## src/hw/rtl/tts_pkg.sv

```systemverilog
// Shared types and constants for the thread table scheduler.
// No dependencies; imported by tts_ctrl, tts_datapath and thread_table_scheduler.
package tts_pkg;

    localparam int NUM_THREADS_DEF = 8;
    localparam int FUNC_W          = 2;
    localparam int SLOT_W          = 3;
    localparam int STATUS_W        = 2;

    typedef enum logic [FUNC_W-1:0] {
        FN_CREATE = 2'd0,
        FN_YIELD  = 2'd1,
        FN_EXIT   = 2'd2,
        FN_JOIN   = 2'd3
    } func_t;

    typedef enum logic [1:0] {
        SL_INVALID  = 2'd0,
        SL_ACTIVE   = 2'd1,
        SL_BLOCKED  = 2'd2,
        SL_FINISHED = 2'd3
    } slot_state_t;

    typedef enum logic [STATUS_W-1:0] {
        STS_OK       = 2'd0,
        STS_FULL     = 2'd1,
        STS_BAD_JOIN = 2'd2,
        STS_NO_RUN   = 2'd3
    } status_t;

    // controller -> datapath
    typedef struct packed {
        logic load;
        logic step;
        logic commit;
    } dp_cmd_t;

    // datapath -> controller
    typedef struct packed {
        logic need_scan;
        logic scan_done;
        logic out_free;
    } dp_sts_t;

endpackage

```

## src/hw/rtl/tts_ctrl.sv

```systemverilog
// Command sequencer for the thread table scheduler: idle / scan / done.
// Depends on tts_pkg; drives tts_datapath through dp_cmd_t.
module tts_ctrl
(
    input  logic              clk,
    input  logic              rst_n,
    input  logic              in_valid,
    output logic              in_stall,
    output tts_pkg::dp_cmd_t  cmd,
    input  tts_pkg::dp_sts_t  sts
);
    import tts_pkg::*;

    typedef enum logic [2:0] {
        S_IDLE = 3'b001,
        S_SCAN = 3'b010,
        S_DONE = 3'b100
    } ctrl_state_t;

    ctrl_state_t state_reg;
    ctrl_state_t state_next;

    assign in_stall = (state_reg != S_IDLE);

    always_comb
    begin
        state_next = state_reg;
        cmd        = '0;
        case (state_reg)
            S_IDLE:
            begin
                if (in_valid)
                begin
                    cmd.load   = 1'b1;
                    state_next = sts.need_scan ? S_SCAN : S_DONE;
                end
            end
            S_SCAN:
            begin
                cmd.step = 1'b1;
                if (sts.scan_done)
                begin
                    state_next = S_DONE;
                end
            end
            S_DONE:
            begin
                // wait here while the previous result is still held
                if (sts.out_free)
                begin
                    cmd.commit = 1'b1;
                    state_next = S_IDLE;
                end
            end
            default:
            begin
                state_next = S_IDLE;
            end
        endcase
    end

    always_ff @(posedge clk or negedge rst_n)
    begin
        if (!rst_n)
        begin
            state_reg <= S_IDLE;
        end
        else
        begin
            state_reg <= state_next;
        end
    end

`ifndef SYNTH
    a_accept_goes_busy: assert property (@(posedge clk) disable iff (!rst_n)
        (state_reg == S_IDLE && in_valid) |=> (state_reg != S_IDLE))
        else $error("controller stayed idle after a transfer");
`endif

endmodule

```

## src/hw/rtl/tts_datapath.sv

```systemverilog
// Thread slot table, current-thread register, slot scan counter and result register.
// Depends on tts_pkg; sequenced by tts_ctrl.
module tts_datapath
#(
    parameter int NUM_THREADS = tts_pkg::NUM_THREADS_DEF
)
(
    input  logic                          clk,
    input  logic                          rst_n,
    input  tts_pkg::dp_cmd_t              cmd,
    output tts_pkg::dp_sts_t              sts,
    input  logic [tts_pkg::FUNC_W-1:0]    func,
    input  logic [tts_pkg::SLOT_W-1:0]    target,
    output logic                          out_valid,
    input  logic                          out_stall,
    output logic [tts_pkg::SLOT_W-1:0]    running_thread,
    output logic                          running_valid,
    output logic [tts_pkg::SLOT_W-1:0]    created_thread,
    output logic [tts_pkg::STATUS_W-1:0]  status
);
    import tts_pkg::*;

    localparam int IW = $clog2(NUM_THREADS);
    localparam int CW = $clog2(NUM_THREADS + 1);
    localparam logic [IW-1:0] LAST_IDX = IW'(NUM_THREADS - 1);

    function automatic logic [IW-1:0] wrap_inc(input logic [IW-1:0] i);
        return (i == LAST_IDX) ? '0 : i + 1'b1;
    endfunction

    // thread table
    slot_state_t            slot_state_reg  [NUM_THREADS];
    slot_state_t            slot_state_next [NUM_THREADS];
    logic [NUM_THREADS-1:0] joiner_valid_reg;
    logic [NUM_THREADS-1:0] joiner_valid_next;
    logic [IW-1:0]          joiner_slot_reg  [NUM_THREADS];
    logic [IW-1:0]          joiner_slot_next [NUM_THREADS];
    logic [IW-1:0]          cur_slot_reg;
    logic [IW-1:0]          cur_slot_next;
    logic                   cur_valid_reg;
    logic                   cur_valid_next;

    // latched command and scan state
    func_t                  func_reg;
    func_t                  func_next;
    logic [SLOT_W-1:0]      target_reg;
    logic [SLOT_W-1:0]      target_next;
    slot_state_t            want_reg;
    slot_state_t            want_next;
    logic [IW-1:0]          scan_idx_reg;
    logic [IW-1:0]          scan_idx_next;
    logic [CW-1:0]          scan_left_reg;
    logic [CW-1:0]          scan_left_next;
    logic                   found_reg;
    logic                   found_next;
    logic [IW-1:0]          found_idx_reg;
    logic [IW-1:0]          found_idx_next;

    // result register
    logic                   out_valid_reg;
    logic                   out_valid_next;
    logic [SLOT_W-1:0]      running_thread_reg;
    logic [SLOT_W-1:0]      running_thread_next;
    logic                   running_valid_reg;
    logic                   running_valid_next;
    logic [SLOT_W-1:0]      created_reg;
    logic [SLOT_W-1:0]      created_next;
    status_t                status_reg;
    status_t                status_next;

    func_t                  func_in;
    logic                   match;
    logic [IW-1:0]          tgt_idx;
    logic                   tgt_in_range;
    logic [IW-1:0]          jn_idx;

    assign func_in      = func_t'(func);
    assign match        = (slot_state_reg[scan_idx_reg] == want_reg);
    assign tgt_idx      = IW'(target_reg);
    assign tgt_in_range = (int'(target_reg) < NUM_THREADS);
    assign jn_idx       = joiner_slot_reg[cur_slot_reg];

    always_comb
    begin
        sts.out_free  = !out_valid_reg || !out_stall;
        sts.scan_done = match || (scan_left_reg == CW'(1));
        case (func_in)
            FN_CREATE: sts.need_scan = 1'b1;
            FN_YIELD:  sts.need_scan = 1'b1;
            FN_EXIT:   sts.need_scan = cur_valid_reg && !joiner_valid_reg[cur_slot_reg];
            default:   sts.need_scan = 1'b0;
        endcase
    end

    // command latch and slot scan, one slot per cycle
    always_comb
    begin
        func_next      = func_reg;
        target_next    = target_reg;
        want_next      = want_reg;
        scan_idx_next  = scan_idx_reg;
        scan_left_next = scan_left_reg;
        found_next     = found_reg;
        found_idx_next = found_idx_reg;
        if (cmd.load)
        begin
            func_next   = func_in;
            target_next = target;
            want_next   = (func_in == FN_CREATE) ? SL_INVALID : SL_ACTIVE;
            found_next  = 1'b0;
            // yield/exit skip the running slot itself
            if (func_in != FN_CREATE && cur_valid_reg)
            begin
                scan_idx_next  = wrap_inc(cur_slot_reg);
                scan_left_next = CW'(NUM_THREADS - 1);
            end
            else
            begin
                scan_idx_next  = '0;
                scan_left_next = CW'(NUM_THREADS);
            end
        end
        else if (cmd.step)
        begin
            if (match && !found_reg)
            begin
                found_next     = 1'b1;
                found_idx_next = scan_idx_reg;
            end
            scan_idx_next  = wrap_inc(scan_idx_reg);
            scan_left_next = scan_left_reg - 1'b1;
        end
    end

    // table update and result on commit
    always_comb
    begin
        slot_state_next   = slot_state_reg;
        joiner_valid_next = joiner_valid_reg;
        joiner_slot_next  = joiner_slot_reg;
        cur_slot_next     = cur_slot_reg;
        cur_valid_next    = cur_valid_reg;
        created_next      = '0;
        status_next       = STS_OK;
        if (cmd.commit)
        begin
            case (func_reg)
                FN_CREATE:
                begin
                    if (!found_reg)
                    begin
                        status_next = STS_FULL;
                    end
                    else
                    begin
                        slot_state_next[found_idx_reg]   = SL_ACTIVE;
                        joiner_valid_next[found_idx_reg] = 1'b0;
                        joiner_slot_next[found_idx_reg]  = '0;
                        created_next                     = SLOT_W'(found_idx_reg);
                        if (!cur_valid_reg)
                        begin
                            cur_slot_next  = found_idx_reg;
                            cur_valid_next = 1'b1;
                        end
                    end
                end
                FN_YIELD:
                begin
                    if (found_reg)
                    begin
                        cur_slot_next  = found_idx_reg;
                        cur_valid_next = 1'b1;
                    end
                    else if (!cur_valid_reg)
                    begin
                        status_next = STS_NO_RUN;
                    end
                end
                FN_EXIT:
                begin
                    if (!cur_valid_reg)
                    begin
                        status_next = STS_NO_RUN;
                    end
                    else
                    begin
                        slot_state_next[cur_slot_reg] = SL_FINISHED;
                        if (joiner_valid_reg[cur_slot_reg])
                        begin
                            joiner_valid_next[cur_slot_reg] = 1'b0;
                            slot_state_next[jn_idx]         = SL_ACTIVE;
                            cur_slot_next                   = jn_idx;
                        end
                        else if (found_reg)
                        begin
                            cur_slot_next = found_idx_reg;
                        end
                        else
                        begin
                            cur_valid_next = 1'b0;
                            cur_slot_next  = '0;
                            status_next    = STS_NO_RUN;
                        end
                    end
                end
                FN_JOIN:
                begin
                    if (!cur_valid_reg)
                    begin
                        status_next = STS_NO_RUN;
                    end
                    else if (!tgt_in_range || tgt_idx == cur_slot_reg)
                    begin
                        status_next = STS_BAD_JOIN;
                    end
                    else if (slot_state_reg[tgt_idx] == SL_FINISHED)
                    begin
                        status_next = STS_OK;
                    end
                    else if (slot_state_reg[tgt_idx] != SL_ACTIVE || joiner_valid_reg[tgt_idx])
                    begin
                        status_next = STS_BAD_JOIN;
                    end
                    else
                    begin
                        slot_state_next[cur_slot_reg] = SL_BLOCKED;
                        joiner_valid_next[tgt_idx]    = 1'b1;
                        joiner_slot_next[tgt_idx]     = cur_slot_reg;
                        cur_slot_next                 = tgt_idx;
                    end
                end
                default:
                begin
                    status_next = STS_OK;
                end
            endcase
        end
        running_valid_next  = cur_valid_next;
        running_thread_next = cur_valid_next ? SLOT_W'(cur_slot_next) : '0;
    end

    always_comb
    begin
        out_valid_next = out_valid_reg;
        if (cmd.commit)
        begin
            out_valid_next = 1'b1;
        end
        else if (out_valid_reg && !out_stall)
        begin
            out_valid_next = 1'b0;
        end
    end

    always_ff @(posedge clk or negedge rst_n)
    begin
        if (!rst_n)
        begin
            for (int i = 0; i < NUM_THREADS; i++)
            begin
                slot_state_reg[i]  <= (i == 0) ? SL_ACTIVE : SL_INVALID;
                joiner_slot_reg[i] <= '0;
            end
            joiner_valid_reg <= '0;
            cur_slot_reg     <= '0;
            cur_valid_reg    <= 1'b1;
            out_valid_reg    <= 1'b0;
        end
        else
        begin
            slot_state_reg   <= slot_state_next;
            joiner_slot_reg  <= joiner_slot_next;
            joiner_valid_reg <= joiner_valid_next;
            cur_slot_reg     <= cur_slot_next;
            cur_valid_reg    <= cur_valid_next;
            out_valid_reg    <= out_valid_next;
        end
    end

    // payload registers, no reset
    always_ff @(posedge clk)
    begin
        func_reg      <= func_next;
        target_reg    <= target_next;
        want_reg      <= want_next;
        scan_idx_reg  <= scan_idx_next;
        scan_left_reg <= scan_left_next;
        found_reg     <= found_next;
        found_idx_reg <= found_idx_next;
        if (cmd.commit)
        begin
            running_thread_reg <= running_thread_next;
            running_valid_reg  <= running_valid_next;
            created_reg        <= created_next;
            status_reg         <= status_next;
        end
    end

    assign out_valid      = out_valid_reg;
    assign running_thread = running_thread_reg;
    assign running_valid  = running_valid_reg;
    assign created_thread = created_reg;
    assign status         = status_reg;

`ifndef SYNTH
    a_current_is_active: assert property (@(posedge clk) disable iff (!rst_n)
        cur_valid_reg |-> (slot_state_reg[cur_slot_reg] == SL_ACTIVE))
        else $error("current thread is not in the active state");

    a_commit_slot_free: assert property (@(posedge clk) disable iff (!rst_n)
        cmd.commit |-> !(out_valid_reg && out_stall))
        else $error("result overwritten while held");

    a_full_no_create: assert property (@(posedge clk) disable iff (!rst_n)
        (out_valid_reg && status_reg == STS_FULL) |-> (created_reg == '0))
        else $error("failed create reports a slot");
`endif

endmodule

```

## src/hw/rtl/thread_table_scheduler.sv

```systemverilog
// Top level of the thread table scheduler: controller plus table datapath.
// Depends on tts_pkg, tts_ctrl and tts_datapath.
//
//   channel   direction   handshake            payload
//   in        into block  in_valid / in_stall  func, target
//   out       from block  out_valid / out_stall running_thread, running_valid,
//                                              created_thread, status
//
// Join, and exit with a joiner or with nothing running, go from the idle state straight to done, with no scan.
// Create, yield and exit without a joiner also run the slot scan counter,
// one slot a cycle, ending at the first hit or after the last slot it covers.
// Reset leaves slot 0 active and running, all other slots invalid.
// The result sits in an output register; the next command is taken while it
// waits, but its own result holds in the done state until out_stall drops.
module thread_table_scheduler
#(
    parameter int NUM_THREADS = tts_pkg::NUM_THREADS_DEF
)
(
    input  logic                          clk,
    input  logic                          rst_n,
    input  logic                          in_valid,
    output logic                          in_stall,
    input  logic [tts_pkg::FUNC_W-1:0]    func,
    input  logic [tts_pkg::SLOT_W-1:0]    target,
    output logic                          out_valid,
    input  logic                          out_stall,
    output logic [tts_pkg::SLOT_W-1:0]    running_thread,
    output logic                          running_valid,
    output logic [tts_pkg::SLOT_W-1:0]    created_thread,
    output logic [tts_pkg::STATUS_W-1:0]  status
);
    import tts_pkg::*;

    dp_cmd_t cmd;
    dp_sts_t sts;

    tts_ctrl u_ctrl
    (
        .clk      (clk),
        .rst_n    (rst_n),
        .in_valid (in_valid),
        .in_stall (in_stall),
        .cmd      (cmd),
        .sts      (sts)
    );

    tts_datapath #(
        .NUM_THREADS (NUM_THREADS)
    ) u_datapath
    (
        .clk            (clk),
        .rst_n          (rst_n),
        .cmd            (cmd),
        .sts            (sts),
        .func           (func),
        .target         (target),
        .out_valid      (out_valid),
        .out_stall      (out_stall),
        .running_thread (running_thread),
        .running_valid  (running_valid),
        .created_thread (created_thread),
        .status         (status)
    );

endmodule

```

## config.mk

```make
export PLATFORM = sky130hd
export DESIGN_NAME = thread_table_scheduler
export DESIGN_NICKNAME = d
export VERILOG_FILES = /design/src/hw/rtl/tts_pkg.sv /design/src/hw/rtl/tts_ctrl.sv /design/src/hw/rtl/tts_datapath.sv /design/src/hw/rtl/thread_table_scheduler.sv
export SDC_FILE = /design/constraint.sdc
export NUM_CORES = 1
export LEC_CHECK = 0
export BUFFER_PORTS_ARGS = -buffer_cell sky130_fd_sc_hd__buf_2
export CELL_PAD_IN_SITES_DETAIL_PLACEMENT = 1
export CELL_PAD_IN_SITES_GLOBAL_PLACEMENT = 2
export CORE_MARGIN = 2
export CORE_UTILIZATION = 43
export CTS_CLUSTER_DIAMETER = 120
export DETAILED_ROUTE_END_ITERATION = 8
export PLACE_DENSITY_LB_ADDON = 0.05
export SYNTH_ARGS = -nofsm -noshare
export SYNTH_HDL_FRONTEND = slang
export SYNTH_SLANG_ARGS = --single-unit
```

## constraint.sdc

```tcl
create_clock -name clk -period 4.2 [get_ports clk]
set_input_delay 0.21 -clock clk [delete_from_list [all_inputs] [get_ports clk]]
set_output_delay 0.21 -clock clk [all_outputs]
set_load 0.01 [all_outputs]
```

==> flow_metrics.py, run 1 <==
metrics = {
    "finish": {
        "num-nets-final": 614,
        "drive_gt1_frac": 0.141,
        "area_growth_pct": 10.6,
        "insertedDiodeCount": 0,
        "largest_reg_flops": 24,
    },
    "synth": {
        "ys_seq_elements": 82,
        "netlist_instances": 590,
        "async_flop_share": 0.683,
        "avgSynthCellArea_um2": 9.24,
        "yosysSeqAreaShare": 0.399,
        "synth_enable_flop_cells": 25,
        "ys.flop_type": "dfrtp_1",
        "synth_cell_types": 75,
        "synth_area_um2": 5450,
        "netlist.top_cell.by_area": "dfrtp_1",
        "synth_nets": 605,
        "netlist.area_leader.share": 0.243,
        "yosysWarnings": 0,
        "synthTopCellsByCount": "nand2_1 (81), o21ai_0 (60), dfrtp_1 (53)",
        "synth_most_common_cell": "nand2_1",
        "synthTopCellsByArea": "dfrtp_1 (24%), edfxtp_1 (14%), nand2_1 (5.6%), o21ai_0 (5.5%), a22o_1 (4.7%)",
    },
    "power_and_ir_drop": {
        "p_leak_nw": 2.29,
        "switchingPower_mw": 1.50,
        "clkPwrFrac": 0.257,
        "internal_power_mw": 2.09,
        "peakVddDrop_uv": 210,
        "sw_frac_of_total": 0.418,
        "p_seq_frac": 0.358,
        "p_comb_frac": 0.385,
        "p_per_area_nw_per_um2": 595,
    },
    "global_routing": {
        "grt-ovfl-total": 0,
        "grt_pass1_wl_um": 29800,
        "antenna_found_initial": 0,
        "grt_max_degree": 57,
        "grt_pass1_vias": 4912,
        "track_usage": 0.297,
    },
    "detailed_routing": {
        "drc": 0,
        "totalWireLength_um": 19300,
        "vias": 5000,
        "detail-route-antenna-nets": 0,
        "drt_first_pass_iters": 5,
        "viasPerCell": 6.44,
        "drtIter0Drc": 431,
        "wl_per_cell_um": 24.9,
    },
    "place": {
        "io_buffers": 19,
        "dp_hpwl_um": 13700,
        "gp_congestion": 0.952,
    },
    "clocking": {
        "cts_tree": "done",
        "clk_pin_slew_ns": 0.06,
        "hold_buffers": 0,
        "cts.sinks": 82,
        "cts-htree-levels": 3,
        "post_cts_buffers": 0,
        "clk_latency_ns": 0.35,
        "cts_resized": 0,
        "root_buffer": "clkbuf_16",
        "cts_inserted_buffers": 9,
        "clk_path_buf_depth": 2,
    },
    "flow_run": {
        "maxCapViolCount": 0,
    },
    "critical_path": {
        "worstPathRequired_ns": 4.49,
        "critPathMaxFanout": 18,
        "critPathLaunch": "u_datapath.target_reg[0]$_DFFE_PP_",
        "reg2reg_from": "u_datapath.target_reg[0]$_DFFE_PP_",
        "reg2regPathDepth": 6,
        "worstSetupPathType": "flip-flop to flip-flop",
        "critPathCaptureType": "flip-flop",
        "startpoint_type": "flip-flop",
        "cp_data_arrival_time_ns": 3.80,
    },
    "floorplanning": {
        "num_rows": 41,
        "die_h_um": 117,
        "start_util": 0.436,
        "io-pin-count": 20,
        "die_area_um2": 13600,
        "dieWidth_um": 117,
        "core_area_um2": 12500,
    },
    "sta": {
        "worst_pin_slew_ns": 0.849,
        "finalCritPeriodShare": 0.837,
        "setup_viol": 0,
        "slew_viol_final": 0,
        "max_freq_mhz": 285,
        "finalHoldViolCount": 0,
        "rsz0062_at_grt": "false",
        "finalCriticalPeriod_ns": 3.51,
        "fin_setup_tns_ns": 0,
        "fin_skew_ns": 0.00759,
        "max_slew_margin": 0.434,
        "finalHoldWorstSlack_ns": 0.00980,
    },
    "status": {
        "status": "complete, no violations",
    },
    "min_path": {
        "hold_class": "primary input to asynchronous set/reset pin",
    },
}
-- placed cells by master (no fill, tap or decap), drive strengths merged, types with 6 or more instances in the layout --
| cell type | netlist | final |
|---|---|---|
| mux4 | 10 | 10 |
| o21ai | 62 | 62 |
| or3b | 6 | 6 |
| xnor2 | 7 | 7 |
| edfxtp | 25 | 25 |
| mux2 | 9 | 9 |
| nand4 | 6 | 6 |
| nor3b | 6 | 6 |
| buf | 13 | 36 |
| a21oi | 33 | 33 |
| nand2b | 6 | 6 |
| nor2 | 38 | 38 |
| nand3b | 8 | 8 |
| clkinv | 4 | 6 |
| ha | 6 | 6 |
| nand2 | 82 | 82 |
| nor2b | 10 | 10 |
| o311ai | 10 | 10 |
| o31ai | 16 | 16 |
| a22o | 29 | 29 |
| a31oi | 9 | 9 |
| mux2i | 9 | 9 |
| inv | 9 | 9 |
| clkbuf | 25 | 11 |
| dfrtp | 53 | 53 |
| nor3 | 10 | 10 |
| nand3 | 16 | 16 |
-- per-layer routing --
| layer | vias up | wire (um) | global-route usage | part of all wire |
|---|---|---|---|---|
| met3 | 38 | 1190 | 0.0446 | 0.061 |
| met4 | 0 | 505 | 0.105 | 0.026 |
| met2 | 189 | 8950 | 0.465 | 0.46 |
| met1 | 2519 | 8660 | 0.422 | 0.45 |
| met5 | - | 0 | 0 | 0 |
| li1 | 2254 | - | - | - |
-- stage by stage --
stage	power (mW)	cell area [um^2]	instances	setup WS (ns)	utilization
after floorplan	2.15	5450	590	1.87	-
after global placement	2.62	5690	760	0.854	0.455
after detailed placement	2.65	5690	760	0.817	0.455
after CTS	3.58	6030	776	0.773	0.482
after global routing	3.78	6030	776	0.548	0.482
final	3.59	6030	776	0.686	0.482
-- final timing paths --
kind / end / slack, ns
hold / removal: u_datapath.slot_state_reg[4]$_DFFE_PN0P_ / 0.01
setup / recovery: u_datapath.joiner_slot_reg[10]$_DFFE_PN0P_ / 0.69
min in group clk: u_datapath.target_reg[1]$_DFFE_PP_ / 0.03
hold reg to reg: u_datapath.joiner_slot_reg[16]$_DFFE_PN0P_ / 0.53
setup reg to reg: u_datapath.joiner_slot_reg[10]$_DFFE_PN0P_ / 0.69
max in group asynchronous: u_ctrl.state_reg[2]$_DFFE_PN0P_ / 3.66
-- worst max-delay path, cell delays in order (launching register included) --
cell      delay, ns
edfxtp_1       0.90
mux4_1         0.66
mux2i_1        0.48
and4_4         0.46
nand3_1        0.41
o21ai_0        0.34
a22o_1         0.18
-- cells by family after synthesis --
group,count (synthesis),share of synthesized area
muxes,28,0.0792
AOI/OAI and AO/OA,205,0.257
buffers and inverters,51,0.0459
adders and majority gates,6,0.0138
xor gates and xnor gates,7,0.0112
and+or+nand+nor,211,0.194
DFF,82,0.399
-- power by group through the flow --
| stage | registers, mW | logic [mW] | clock network [mW] |
|---|---|---|---|
| after floorplan | 1.13 | 1.02 | 0 |
| after global placement | 1.29 | 1.33 | 0 |
| after detailed placement | 1.29 | 1.36 | 0 |
| after CTS | 1.28 | 1.37 | 0.930 |
| after global routing | 1.31 | 1.52 | 0.956 |
| final | 1.29 | 1.38 | 0.921 |
-- final cells by class --
class,instances,area [um^2]
Fill cell,1483,6490
Multi-Input combinational cell,457,3030
Sequential cell,82,2180
Clock buffer,11,233
Timing Repair Buffer,36,223
Tap cell,172,215
Clock inverter,5,104
Inverter,13,48.8
Power figures use the tool's default switching activity.
==> inputs of run 2 (changes only) <==
CORE_UTILIZATION = 40   (was 43)
clock period = 3.45 ns   (was 4.2 ns; I/O delays follow)
==> run 2 against run 1 <==
The flow now finishes with violations (negative hold slack). Non-clock buffer count is 9 higher. Sequential cell count is the same. Sequential share of layout area shrank 0.28 points. Final cell count up 1.7%. Core utilization is 2.5 points lower. Critical path type unchanged. Largest power group unchanged. Highest routed layer unchanged.
==> flow_metrics.py, run 2 (synthesis gave the netlist of run 1 again) <==
metrics = {
    "finish": {
        "layout_commonest_cell": "nand2_1",
        "fill_cells": 1533,
        "final_cells": 789,
        "layout_common_cells": "nand2_1 (81), o21ai_0 (60), dfrtp_1 (53)",
        "insertedDiodeCount": 0,
        "drive_gt1_frac": 0.152,
        "largest_reg_flops": 24,
        "num-nets-final": 623,
        "area_growth_pct": 11.4,
    },
    "global_routing": {
        "antenna_found_initial": 0,
        "grt_pass1_wl_um": 30800,
        "grt_pass1_vias": 5207,
        "grt-ovfl-total": 0,
        "track_usage": 0.282,
        "grt_max_degree": 41,
    },
    "clocking": {
        "cts_tree": "done",
        "clk_path_buf_depth": 2,
        "root_buffer": "clkbuf_16",
        "cts-htree-levels": 3,
        "post_cts_buffers": 0,
        "clk_pin_slew_ns": 0.07,
        "clk_latency_ns": 0.35,
        "hold_buffers": 2,
        "cts_resized": 0,
        "cts_inserted_buffers": 9,
        "cts.sinks": 82,
    },
    "floorplanning": {
        "core_area_um2": 13300,
        "dieWidth_um": 121,
        "io-pin-count": 20,
        "die_area_um2": 14600,
        "start_util": 0.410,
        "num_rows": 42,
        "die_h_um": 121,
    },
    "power_and_ir_drop": {
        "p_leak_nw": 2.31,
        "peakVddDrop_uv": 241,
        "p_per_area_nw_per_um2": 712,
    },
    "critical_path": {
        "startpoint_type": "flip-flop",
        "endpoint": "u_datapath.joiner_slot_reg[17]$_DFFE_PN0P_",
        "critPathCaptureType": "flip-flop",
        "path_cells": "mux4_1, mux2i_1, nand4_1, a21boi_2, o21ai_0, a22o_1",
        "rrSetupSlack_ns": 0.57,
        "crit_slowest_cell": "mux4_1",
        "worstSetupPathType": "flip-flop to flip-flop",
        "reg2reg_from": "u_datapath.target_reg[0]$_DFFE_PP_",
        "reg2reg_to": "u_datapath.joiner_slot_reg[17]$_DFFE_PN0P_",
        "slowest_delay_ns": 0.60,
        "worst-path-buf-inv": 0,
        "cp.depth": 6,
        "cp_top_family": "compound AO/OA/AOI/OAI gates",
        "reg2regPathDepth": 6,
        "critPathMaxFanout": 9,
        "cp_data_arrival_time_ns": 3.12,
        "worstPathRequired_ns": 3.69,
        "critPathLaunch": "u_datapath.target_reg[0]$_DFFE_PP_",
    },
    "status": {
        "violations": "negative hold slack",
        "status": "finished with violations",
    },
    "sta": {
        "slew_viol_final": 0,
        "max_freq_mhz": 347,
        "fin_skew_ns": 0.0103,
        "setup_viol": 0,
        "rsz0062_at_grt": "false",
        "finalCriticalPeriod_ns": 2.88,
        "finalHoldWorstSlack_ns": -0.0186,
        "finalHoldViolCount": 12,
        "max_slew_margin": 0.325,
        "worst_pin_slew_ns": 1.01,
        "fin_setup_tns_ns": 0,
        "finalCritPeriodShare": 0.835,
    },
    "place": {
        "dp_hpwl_um": 14100,
        "dpl.cell_count": 771,
        "gp_congestion": 0.880,
        "io_buffers": 19,
    },
    "detailed_routing": {
        "drtIter0Drc": 427,
        "detail-route-antenna-nets": 0,
        "totalWireLength_um": 19700,
        "vias": 5073,
        "drc": 0,
        "drt_first_pass_iters": 7,
        "viasPerCell": 6.43,
        "wl_per_cell_um": 25.0,
    },
    "flow_run": {
        "maxCapViolCount": 0,
    },
    "min_path": {
        "hold_class": "primary input to asynchronous set/reset pin",
    },
}
run 2: cell count changes in the layout (fill, tap and decap cells not counted), sizes merged:
cell and delta:
inv +1, dlygate4sd3 +2, buf +7, bufinv -2, clkinv +1
run 2: layer usage:
layer	vias to the layer above	global-route usage	share of wire
li1	2261	-	-
met5	-	0	0
met1	2588	0.394	0.46
met3	36	0.0316	0.053
met2	188	0.448	0.46
met4	0	0.110	0.026
run 2: final cells by class:
cell class / instances / area [um^2] / share of cell area
Multi-Input combinational cell: 457 / 3030 / 0.499
Sequential cell: 82 / 2180 / 0.358
Timing Repair Buffer: 45 / 295 / 0.0486
Clock buffer: 11 / 243 / 0.0400
Tap cell: 176 / 220 / 0.0363
Clock inverter: 5 / 62.6 / 0.0103
Inverter: 13 / 48.8 / 0.00803
run 2: worst min-delay path by stage:
stage	endpoint	slack, ns	cells past startpoint
finish	u_ctrl.state_reg[2]$_DFFE_PN0P_	-0.02	1
global route	u_datapath.target_reg[0]$_DFFE_PP_	0.02	1
CTS	u_datapath.target_reg[0]$_DFFE_PP_	0.009	1
detailed placement	u_datapath.target_reg[1]$_DFFE_PP_	0.35	1
global placement	u_datapath.target_reg[1]$_DFFE_PP_	0.35	1
floorplan	u_ctrl.state_reg[1]$_DFFE_PN0P_	-0.12	0
run 2: per-stage QoR:
stage	utilization	total power, mW	worst slack, ns	area [um^2]	hold slack [ns]
floorplan	-	2.61	1.12	5450	-0.123
global placement	0.432	3.23	0.688	5750	0.349
detailed placement	0.432	3.30	0.610	5750	0.351
CTS	0.457	4.33	0.587	6070	0.00902
global route	0.457	4.57	0.358	6070	0.0152
finish	0.457	4.33	0.571	6070	-0.0186
run 2: power breakdown:
group / internal [mW] / switching, mW
clock: 0.586 / 0.435
sequential: 1.24 / 0.294
combinational: 0.652 / 1.12
total: 2.48 / 1.85
